<file path="config.mk">
export PLATFORM = sky130hd
export DESIGN_NAME = lru_key_value_cache_core
export DESIGN_NICKNAME = d
export VERILOG_FILES = /design/src/rtl/core/lkvc_pkg.sv /design/src/rtl/core/lkvc_cell.sv /design/src/rtl/core/lru_key_value_cache_core.sv
export SDC_FILE = /design/constraint.sdc
export NUM_CORES = 1
export LEC_CHECK = 0
export BUFFER_PORTS_ARGS = -buffer_cell sky130_fd_sc_hd__clkbuf_2
export CAP_MARGIN = 20
export CORE_MARGIN = 1
export CORE_UTILIZATION = 50
export DETAILED_ROUTE_END_ITERATION = 10
export GPL_ROUTABILITY_DRIVEN = 0
export PLACE_DENSITY = 0.66
export RECOVER_POWER = 50
export SLEW_MARGIN = 0
export SYNTH_ARGS = -nofsm -noshare
export SYNTH_HDL_FRONTEND = slang
export SYNTH_SLANG_ARGS = --single-unit
</file>
<file path="constraint.sdc">
create_clock -name clock -period 23.5 [get_ports clock]
set_input_delay 5.875 -clock clock [delete_from_list [all_inputs] [get_ports clock]]
set_output_delay 5.875 -clock clock [all_outputs]
set_load 0.005 [all_outputs]
</file>
<file path="src/rtl/core/lkvc_pkg.sv">
`timescale 1ns / 1ps
// Shared types and constants for the LRU key-value cache core.
// No dependencies; imported by every module of the block.
package lkvc_pkg;

   localparam int KEY_W = 32;
   localparam int VAL_W = 32;
   localparam int CAP_W = 5;
   localparam logic [CAP_W-1:0] CAP_RESET = 5'd16;

   typedef enum logic {
      OP_GET = 1'b0,
      OP_PUT = 1'b1
   } op_type;

   // One cache entry as it travels along the cell chain.
   typedef struct packed {
      logic             valid;
      logic [KEY_W-1:0] key;
      logic [VAL_W-1:0] value;
   } entry_type;

   // Per-cell load controls.
   typedef struct packed {
      logic take_front;
      logic take_prev;
   } cell_ctrl_type;

endpackage

</file>
<file path="src/rtl/core/lkvc_cell.sv">
`timescale 1ns / 1ps
// One slot of the recency-ordered chain: holds an entry and compares its key.
// Depends on lkvc_pkg.
module lkvc_cell (
   input  logic                       clock,
   input  logic                       reset,
   input  lkvc_pkg::cell_ctrl_type    ctrl,
   input  lkvc_pkg::entry_type        front,
   input  lkvc_pkg::entry_type        prev,
   input  logic [lkvc_pkg::KEY_W-1:0] probe_key,
   output lkvc_pkg::entry_type        entry,
   output logic                       match
);
   import lkvc_pkg::*;

   logic             valid_ff, valid_in;
   logic [KEY_W-1:0] key_ff, key_in;
   logic [VAL_W-1:0] value_ff, value_in;

   always_comb begin
      valid_in = valid_ff;
      key_in   = key_ff;
      value_in = value_ff;
      if (ctrl.take_front) begin
         valid_in = front.valid;
         key_in   = front.key;
         value_in = front.value;
      end else if (ctrl.take_prev) begin
         valid_in = prev.valid;
         key_in   = prev.key;
         value_in = prev.value;
      end
   end

   always_ff @(posedge clock) begin
      if (reset) begin
         valid_ff <= 1'b0;
      end else begin
         valid_ff <= valid_in;
      end
   end

   // Payload needs no reset; it is only read behind the valid bit.
   always_ff @(posedge clock) begin
      key_ff   <= key_in;
      value_ff <= value_in;
   end

   assign entry.valid = valid_ff;
   assign entry.key   = key_ff;
   assign entry.value = value_ff;
   assign match       = valid_ff && (key_ff == probe_key);

endmodule

</file>
<file path="src/rtl/core/lru_key_value_cache_core.sv">
`timescale 1ns / 1ps
// Top level of the LRU key-value cache: cell chain, hit select, result register.
// Depends on lkvc_pkg and lkvc_cell.
//
//   channel | ports                                              | direction
//   --------+----------------------------------------------------+----------
//   request | req_valid req_stall req_op req_lookup_key           | in
//           | req_store_value                                    |
//   result  | rsp_valid rsp_stall rsp_hit rsp_read_value         | out
//   csr     | csr_valid csr_ready csr_data (capacity_in_use)     | in
//
// Cycles: one request per clock while req_stall is low. A get's result appears in
//   the result register the cycle after acceptance; the whole lookup, recency update
//   and replacement complete together through the parallel key compare in every cell.
// Reset: clears all valid bits, including the result register's, and sets capacity to 16.
// Stalls: a request is stalled only while a held result is itself stalled.
//
// Organization: cell 0 holds the most recent entry, cell N-1 the least recent.
// Valid entries always fill a prefix of the chain. An update loads cell 0 with
// the touched/new entry and shifts the cells above it down by one.
module lru_key_value_cache_core #(
   parameter int MAX_ENTRIES = 16
) (
   input  logic                              clock,
   input  logic                              reset,
   // request channel
   input  logic                              req_valid,
   output logic                              req_stall,
   input  logic                              req_op,
   input  logic signed [lkvc_pkg::KEY_W-1:0] req_lookup_key,
   input  logic signed [lkvc_pkg::VAL_W-1:0] req_store_value,
   // result channel
   output logic                              rsp_valid,
   input  logic                              rsp_stall,
   output logic                              rsp_hit,
   output logic signed [lkvc_pkg::VAL_W-1:0] rsp_read_value,
   // capacity register
   input  logic                              csr_valid,
   output logic                              csr_ready,
   input  logic [lkvc_pkg::CAP_W-1:0]        csr_data
);
   import lkvc_pkg::*;

   localparam int IDX_W = (MAX_ENTRIES > 1) ? $clog2(MAX_ENTRIES) : 1;
   localparam int CNT_W = $clog2(MAX_ENTRIES + 1);

   // capacity register
   logic [CAP_W-1:0] capacity_ff, capacity_in;
   logic [CNT_W-1:0] cap_eff;
   logic [IDX_W-1:0] cap_last;

   // result register
   logic             rsp_valid_ff, rsp_valid_in;
   logic             rsp_hit_ff, rsp_hit_in;
   logic [VAL_W-1:0] rsp_value_ff, rsp_value_in;

   // chain
   entry_type                    cells   [MAX_ENTRIES];
   cell_ctrl_type                ctrl    [MAX_ENTRIES];
   logic [MAX_ENTRIES-1:0]       match_vec;
   logic [MAX_ENTRIES-1:0]       valid_vec;
   logic [MAX_ENTRIES-1:0]       at_or_above_hit;
   entry_type                    front;
   logic                         accept;
   logic                         is_put;
   logic                         any_hit;
   logic                         full;
   logic                         update;
   logic [VAL_W-1:0]             hit_value;

   assign csr_ready   = 1'b1;
   assign req_stall   = rsp_valid_ff && rsp_stall;
   assign accept      = req_valid && !req_stall;
   assign is_put      = (req_op == OP_PUT);

   always_comb begin
      capacity_in = capacity_ff;
      if (csr_valid && csr_ready) begin
         capacity_in = csr_data;
      end
   end

   always_ff @(posedge clock) begin
      if (reset) begin
         capacity_ff <= CAP_RESET;
      end else begin
         capacity_ff <= capacity_in;
      end
   end

   // Zero means one; anything above the chain length saturates.
   always_comb begin
      if (capacity_ff == '0) begin
         cap_eff = CNT_W'(1);
      end else if (int'(capacity_ff) > MAX_ENTRIES) begin
         cap_eff = CNT_W'(MAX_ENTRIES);
      end else begin
         cap_eff = CNT_W'(capacity_ff);
      end
      cap_last = IDX_W'(cap_eff - CNT_W'(1));
   end

   // Fill level reaches capacity when the slot at capacity-1 is occupied.
   assign full = valid_vec[cap_last];

   always_comb begin
      any_hit   = |match_vec;
      hit_value = '0;
      for (int i = 0; i < MAX_ENTRIES; i++) begin
         if (match_vec[i]) begin
            hit_value = hit_value | cells[i].value;
         end
         at_or_above_hit[i] = |(match_vec >> i);
      end
   end

   // Gets that miss leave the chain untouched.
   assign update = accept && (is_put || any_hit);

   always_comb begin
      front.valid = 1'b1;
      front.key   = req_lookup_key;
      front.value = is_put ? req_store_value : hit_value;
   end

   // Shift extent: up to the hit slot; on an insert, up to the tail (evicting
   // it when full) or one past it (growing the fill).
   always_comb begin
      for (int i = 0; i < MAX_ENTRIES; i++) begin
         ctrl[i].take_front = (i == 0) && update;
         ctrl[i].take_prev  = 1'b0;
      end
      for (int i = 1; i < MAX_ENTRIES; i++) begin
         if (any_hit) begin
            ctrl[i].take_prev = update && at_or_above_hit[i];
         end else if (full) begin
            ctrl[i].take_prev = update && valid_vec[i];
         end else begin
            ctrl[i].take_prev = update && valid_vec[i-1];
         end
      end
   end

   for (genvar g = 0; g < MAX_ENTRIES; g++) begin : g_cell
      if (g == 0) begin : g_head
         lkvc_cell u_cell (
            .clock     (clock),
            .reset     (reset),
            .ctrl      (ctrl[g]),
            .front     (front),
            .prev      (front),
            .probe_key (req_lookup_key),
            .entry     (cells[g]),
            .match     (match_vec[g])
         );
      end else begin : g_body
         lkvc_cell u_cell (
            .clock     (clock),
            .reset     (reset),
            .ctrl      (ctrl[g]),
            .front     (front),
            .prev      (cells[g-1]),
            .probe_key (req_lookup_key),
            .entry     (cells[g]),
            .match     (match_vec[g])
         );
      end
      assign valid_vec[g] = cells[g].valid;
   end

   // Result register: loads on an accepted get, drains when not stalled.
   always_comb begin
      rsp_valid_in = rsp_valid_ff;
      rsp_hit_in   = rsp_hit_ff;
      rsp_value_in = rsp_value_ff;
      if (accept && !is_put) begin
         rsp_valid_in = 1'b1;
         rsp_hit_in   = any_hit;
         rsp_value_in = any_hit ? hit_value : '0;
      end else if (!rsp_stall) begin
         rsp_valid_in = 1'b0;
      end
   end

   always_ff @(posedge clock) begin
      if (reset) begin
         rsp_valid_ff <= 1'b0;
      end else begin
         rsp_valid_ff <= rsp_valid_in;
      end
   end

   always_ff @(posedge clock) begin
      rsp_hit_ff   <= rsp_hit_in;
      rsp_value_ff <= rsp_value_in;
   end

   assign rsp_valid      = rsp_valid_ff;
   assign rsp_hit        = rsp_hit_ff;
   assign rsp_read_value = rsp_value_ff;

endmodule

</file>
==> results of run 1 <==
## through the flow
stage / cell area (um^2) / hold slack [ns]
6_report: 47800 / 0.441
5_1_grt: 47800 / 0.453
4_1_cts: 47900 / 0.437
3_5_place_dp: 44300 / 0.434
3_3_place_gp: 44300 / 0.428
2_1_floorplan: 42700 / 0.426
## final cells by class
| class | instances | area (um^2) | share of cell area |
|---|---|---|---|
| inverters | 11 | 46.3 | 0.000968 |
| well taps | 1134 | 1420 | 0.0297 |
| repair buffers | 158 | 861 | 0.0180 |
| clock inverters | 76 | 752 | 0.0157 |
| multi-input cells | 1167 | 9780 | 0.204 |
| clock buffers | 124 | 2780 | 0.0582 |
| flip-flops and latches | 1079 | 32200 | 0.673 |
## how the worst min path moves through the flow
stage	start	endpoint	slack, ns	cells after the start
after detailed placement	g_cell[11].g_body.u_cell.value_ff[9]$_DFFE_PP_	g_cell[12].g_body.u_cell.value_ff[9]$_DFFE_PP_	0.43	0
after global placement	g_cell[2].g_body.u_cell.value_ff[10]$_DFFE_PP_	g_cell[3].g_body.u_cell.value_ff[10]$_DFFE_PP_	0.43	0
after floorplan	g_cell[9].g_body.u_cell.value_ff[13]$_DFFE_PP_	g_cell[10].g_body.u_cell.value_ff[13]$_DFFE_PP_	0.43	0
after global routing	g_cell[9].g_body.u_cell.value_ff[19]$_DFFE_PP_	g_cell[10].g_body.u_cell.value_ff[19]$_DFFE_PP_	0.45	0
final	g_cell[12].g_body.u_cell.value_ff[9]$_DFFE_PP_	g_cell[13].g_body.u_cell.value_ff[9]$_DFFE_PP_	0.44	0
after CTS	g_cell[3].g_body.u_cell.value_ff[6]$_DFFE_PP_	g_cell[4].g_body.u_cell.value_ff[6]$_DFFE_PP_	0.44	0
## registers in the layout (all words and copies together), names as in the netlist
register                       count
g_cell.g_head.u_cell.value_ff     32
g_cell.g_body.u_cell.value_ff    480
rsp_read_value                    32
g_cell.g_body.u_cell.key_ff      480
g_cell.g_body.u_cell.valid_ff     15
g_cell.g_head.u_cell.valid_ff      1
g_cell.g_head.u_cell.key_ff       32
capacity_ff                        5
rsp_hit                            1
rsp_valid                          1
## cells by family after synthesis
group / share of synthesized area
DFF: 0.754
xor gates and xnor gates: 0.105
and+or+nand+nor: 0.0435
AOI/OAI and AO/OA: 0.0588
buffers and inverters: 0.0209
muxes: 0.0182
adders and majority gates: 0.000293
other: 0.0000878
## power by group through the flow
stage | registers, uW | clock network (uW) | logic, uW
floorplan | 2140 | 0 | 74.6
global placement | 2140 | 0 | 108
detailed placement | 2140 | 0 | 110
CTS | 2100 | 1750 | 110
global route | 2100 | 1820 | 116
finish | 2100 | 1730 | 108
## layer usage
| metal | vias up | routed length, um | global-route usage |
|---|---|---|---|
| li1 | 9702 | - | - |
| met1 | 11481 | 41600 | 0.322 |
| met2 | 1222 | 51300 | 0.404 |
| met3 | 252 | 9110 | 0.0520 |
| met4 | 0 | 3680 | 0.0922 |
| met5 | - | 0 | 0 |
## synth_stat cells (all sizes together) (2+ instances only)
cell type / number
mux2i: 28
inv: 11
o21ai: 4
o31a: 4
mux4: 5
mux2: 34
a22o: 128
nand2: 22
edfxtp: 1057
clkbuf: 49
xor2: 391
o21a: 4
nor2: 16
a221oi: 128
dfxtp: 22
or2: 5
nand3: 17
nand2b: 17
xnor2: 119
or3: 6
nand4: 72
a21oi: 10
buf: 79
nor4: 106
nor3: 29
o22ai: 2
## cell usage in the layout, fill, tap and decap left out, types with 4 or more instances in the layout
cell,count
a21oi_1,9
nand4_1,72
nand2b_1,17
clkinv_2,25
dfxtp_1,22
nor4_1,92
nand2_1,22
mux2i_1,28
clkinv_1,27
mux4_2,5
clkbuf_2,63
or2_2,4
a221oi_1,128
mux2_2,34
edfxtp_1,1057
xor2_1,391
clkinvlp_4,4
nand3_1,17
o21a_4,4
inv_1,7
nor4_4,14
buf_4,27
clkbuf_16,109
or3_1,5
a22o_1,128
nor3_1,28
clkbuf_1,79
xnor2_1,119
bufinv_16,14
nor2_1,14
## worst register-to-register path, delay by kind of cell (launching register included)
kind | cells | cell delay (ns)
buffers and inverters | 4 | 3.86
AND/OR/NAND/NOR | 5 | 2.29
AO/OA/AOI/OAI | 2 | 0.45
flip-flops | 1 | 0.37
XOR/XNOR | 1 | 0.15
==> impl_metrics.toml, run 1 <==
[run_status]
status = "finished with violations"
violations = "max-capacitance violations, max-slew violations"

[worst_hold_path]
min-delay-path-class = "reg -> reg"

[power_and_ir_drop]
fraction_of_power_spent_switching_nets = 0.205
p_leak_uw = 0.0156
internal_power_uw = 3130
design_power_total_uw = 3940
switching_power_summed_over_all_nets_uw = 810
irDropWorstVdd_mv = 0.0690
power_frac_seq = 0.533
powerDensity_nw_per_um2 = 82.5
share_of_power_burned_in_the_clock_network = 0.440
comb_power_frac = 0.027

[die]
die_area_um2 = 86600
floorplan.core_area_um2 = 84100
chipHeight_um = 294
floorplan.initialDensity = 0.508
chipWidth_um = 294
row_count = 106
ios = 111

[global_routing]
grt_total_ovfl = 0
track_usage = 0.246
grt_max_degree = 67
first_global_vias = 23853
grt_antenna_before_repair = 0
first_pass_grt_wire_length_um = 155000

[place]
number_of_placed_instances_with_taps_included = 3546
dpl.hpwl_um = 64500
dp_slack_ns = 11.39
numPortBuffers = 109

[synth]
post-synth-top-area-fraction = 0.743
yosysTopAreaCell = "edfxtp_1"
syn_nets = 2461
synth_area_per_cell_um2 = 17.9
synth-warning-count = 0
asyncSetResetFlopFracSynth = 0
synth-edff-count = 1057
dominantRegCellSynth = "edfxtp_1"
number_of_distinct_standard_cells_referenced_by_the_synthesized_netlist = 58
syn_area_um2 = 42700
synth.area.top_cells = "edfxtp_1, xor2_1, a221oi_1"
ys_seq_area_frac = 0.754
synth_cells = 2385
number_of_synthesized_register_bits = 1079

[routing]
drt_pre_antenna_iters = 5
route.detailed.wl_per_inst_um = 28.2
first_iter_violations = 2183
routed_wl_um = 106000
num_vias = 22657
postRouteAntennaNets = 0
drt_drc_violations_left = 0
drt-vias-per-instance = 6.04

[critical_path]
timing.critical_path.slowest_cell_delay_ns = 2.25
crit_path_start = "req_lookup_key[18]"
path_max_fanout = 36
cpLargestDelayFamily = "buffers and inverters"
crit_required_ns = 23.79
critPathSlowestCell = "clkbuf_1"
r2r_cells = 12
critPathMostFrequentCell = "clkbuf_1"
worst_ep_arrival_time_ns = 13.87
crit_path_cell_chain = "clkbuf_2 > clkbuf_1 > xor2_1 > nor4_1 > nand4_1 > nor4_4 > clkbuf_1 > or3_1 > nand4bb_1 > o31ai_2 > inv_4 > o21ai_1 > inv_2 > buf_4"
critPathLaunchType = "primary input"
worstPathBufferInverterCount = 6
r2r_start = "g_cell[15].g_body.u_cell.key_ff[29]$_DFFE_PP_"
criticalPathCategory = "in -> reg"
cp.depth = 14
reg2reg_setup_slack_ns = 15.98
element_type_at_the_critical_path_end = "flip-flop"
endpoint = "g_cell[14].g_body.u_cell.value_ff[4]$_DFFE_PP_"
rr_endpoint = "g_cell[14].g_body.u_cell.value_ff[4]$_DFFE_PP_"

[timing]
layout_min_cycle_time_ns = 13.58
setup_viol = 0
timing.final.crit_share = 0.578
worst_slew_pin_slew_ns = 3.17
hold_viol = 0
grt_setup_unrepaired = "false"
drv_slew = 408
post-route-worst-setup-slack_ns = 9.92
achievable_clock_frequency_ghz = 0.0737
worst_clock_skew_ns = 0.0311
max_slew_margin = -1.11
setup_tns_ns = 0

[clock_tree]
cts_root_buf = "clkbuf_16"
tritoncts = "built"
cts.repair_timing.setup_buffer_count = 0
htree_num_levels = 3
post_cts_resize_count = 0
tritoncts_num_sinks = 1079
clk_pin_slew_worst_paths_ns = 0.06
cts-buffers-inserted = 107
clk_latency_ns = 0.67
clock_tree.buffer_depth = 3
hold_buffers = 0

[cells_and_area]
post_route_cells_drive_above_1_share = 0.126
final_net_count = 2600
diodes = 0
areaGrowthSynthToFinish_pct = 12.0
final_core_utilization = 0.569
fill_cells = 6442
fin_cells = 3749

[flow_run]
timing.max_cap.violations = 21
No activity file was read; power rests on OpenSTA's default activity.
==> run 2: changes to the inputs <==
==> constraint.sdc (replaced) <==
create_clock -name clock -period 12.5 [get_ports clock]
set_input_delay 3.125 -clock clock [delete_from_list [all_inputs] [get_ports clock]]
set_output_delay 3.125 -clock clock [all_outputs]
set_load 0.005 [all_outputs]
==> run 2 against run 1 <==
The run still ends with max-capacitance violations, max-slew violations left. Sequential share of layout area up 0.16 points. Critical path depth increased by 1. Register-to-register slack got worse by 9.7 ns. Final cell count is 0.19% lower. Critical path type unchanged.
==> impl_metrics.toml, run 2 (same netlist as run 1, synthesis figures left out) <==
[power_and_ir_drop]
p_leak_uw = 0.0155
design_power_total_uw = 7410
irDropWorstVdd_mv = 0.101
powerDensity_nw_per_um2 = 155

[die]
floorplan.core_area_um2 = 84100
die_area_um2 = 86600
floorplan.initialDensity = 0.508
chipHeight_um = 294
row_count = 106
chipWidth_um = 294
ios = 111

[timing]
post-route-worst-setup-slack_ns = 3.00
timing.final.crit_share = 0.760
max_slew_margin = -0.828
achievable_clock_frequency_ghz = 0.105
grt_setup_unrepaired = "false"
worst_slew_pin_slew_ns = 2.74
drv_slew = 307
layout_min_cycle_time_ns = 9.50
setup_viol = 0
worst_clock_skew_ns = 0.0354
setup_tns_ns = 0
hold_viol = 0

[cells_and_area]
diodes = 0
layout_top_registers = "g_cell.g_body.u_cell.key_ff: 480 flops, g_cell.g_body.u_cell.value_ff: 480 flops"
areaGrowthSynthToFinish_pct = 11.7
final_net_count = 2591
final_core_utilization = 0.567
fill_cells = 6391
layout.cells.most_common_list = "edfxtp_1, xor2_1, a22o_1, a221oi_1, xnor2_1"
mostFrequentLayoutCell = "edfxtp_1"
final_cell_area_um2 = 47700
post_route_cells_drive_above_1_share = 0.123

[critical_path]
path_max_fanout = 53
critPathSlowestCell = "clkbuf_1"
cpLargestDelayFamily = "buffers and inverters"
criticalPathCategory = "in -> reg"
critPathLaunchType = "primary input"
r2r_start = "g_cell[14].g_body.u_cell.key_ff[10]$_DFFE_PP_"
element_type_at_the_critical_path_end = "flip-flop"
r2r_cells = 13
crit_required_ns = 12.79
worst_ep_arrival_time_ns = 9.78
worstPathBufferInverterCount = 7
timing.critical_path.slowest_cell_delay_ns = 1.18
rr_endpoint = "g_cell[5].g_body.u_cell.value_ff[26]$_DFFE_PP_"
reg2reg_setup_slack_ns = 6.33
crit_path_cell_chain = "clkbuf_2 > clkbuf_1 > xor2_1 > nor4_1 > nand4_1 > nor4_1 > buf_4 > nor4_1 > nand4bb_1 > o31ai_2 > inv_4 > buf_4 > o21ai_1 > clkinv_2 > buf_4"

[routing]
postRouteAntennaNets = 0
drt_pre_antenna_iters = 5
num_vias = 22722
drt_drc_violations_left = 0
routed_wl_um = 107000
first_iter_violations = 2477
drt-vias-per-instance = 6.07
route.detailed.wl_per_inst_um = 28.7

[flow_run]
timing.max_cap.violations = 18

[global_routing]
grt_total_ovfl = 0
grt_max_degree = 66
first_global_vias = 23833
grt_antenna_before_repair = 0
first_pass_grt_wire_length_um = 158000
track_usage = 0.251

[run_status]
violations = "max-capacitance violations, max-slew violations"
status = "finished with violations"

[clock_tree]
htree_num_levels = 3
post_cts_resize_count = 0
tritoncts = "built"
clk_latency_ns = 0.69
cts-buffers-inserted = 107
cts_root_buf = "clkbuf_16"
tritoncts_num_sinks = 1079
cts.repair_timing.setup_buffer_count = 0
hold_buffers = 0
clk_pin_slew_worst_paths_ns = 0.07
clock_tree.buffer_depth = 3

[place]
dpl.hpwl_um = 66600
dpl_cell_area_um2 = 44300
dp_slack_ns = 3.04
numPortBuffers = 109

[worst_hold_path]
worst_hold_path_ep = "g_cell[3].g_body.u_cell.value_ff[2]$_DFFE_PP_"
hold_path.startpoint = "g_cell[2].g_body.u_cell.value_ff[2]$_DFFE_PP_"
min-delay-path-class = "reg -> reg"
min_delay_path_depth = 0
run 2: cell count changes in the layout (fill, tap and decap cells not counted), sizes merged:
cell / delta
clkinv: -7
clkinvlp: +4
clkbuf: -2
buf: -1
bufinv: -1
run 2: metrics by stage:
stage	hold WS, ns	instances
detailed placement	0.434	3538
finish	0.436	3742
global placement	0.429	3537
CTS	0.442	3740
floorplan	0.426	2385
global route	0.452	3742
run 2: final cells by class:
type	instances	area [um^2]	area share
multi-input combinational	1167	9750	0.204
timing repair buffer	149	791	0.0166
tap	1134	1420	0.0297
clock buffer	130	2810	0.0588
sequential	1079	32200	0.675
clock inverter	72	716	0.0150
inverter	11	46.3	0.000970
run 2: worst max-delay path by stage:
stage	start	end	slack (ns)	depth (start not counted)
2_1_floorplan	req_lookup_key[23]	g_cell[2].g_body.u_cell.key_ff[0]$_DFFE_PP_	3.81	12
3_3_place_gp	req_lookup_key[15]	g_cell[5].g_body.u_cell.value_ff[17]$_DFFE_PP_	3.22	14
3_5_place_dp	req_lookup_key[15]	g_cell[5].g_body.u_cell.value_ff[17]$_DFFE_PP_	3.04	14
4_1_cts	req_lookup_key[10]	g_cell[5].g_body.u_cell.value_ff[30]$_DFFE_PP_	3.70	14
5_1_grt	req_lookup_key[13]	g_cell[5].g_body.u_cell.value_ff[30]$_DFFE_PP_	2.64	15
6_report	req_lookup_key[13]	g_cell[5].g_body.u_cell.value_ff[26]$_DFFE_PP_	3.00	15
run 2: layer usage:
layer  track usage  up-vias  part of all wire
met5             0        -                 0
met4         0.105        0             0.041
met3        0.0442      268             0.084
met2         0.413     1225              0.49
met1         0.329    11548              0.39
li1              -     9681                 -
run 2: where the power goes:
part	switching [uW]	total [uW]	internal, uW
combinational	135	202	67.7
sequential	11.7	3950	3940
clock	1380	3250	1870
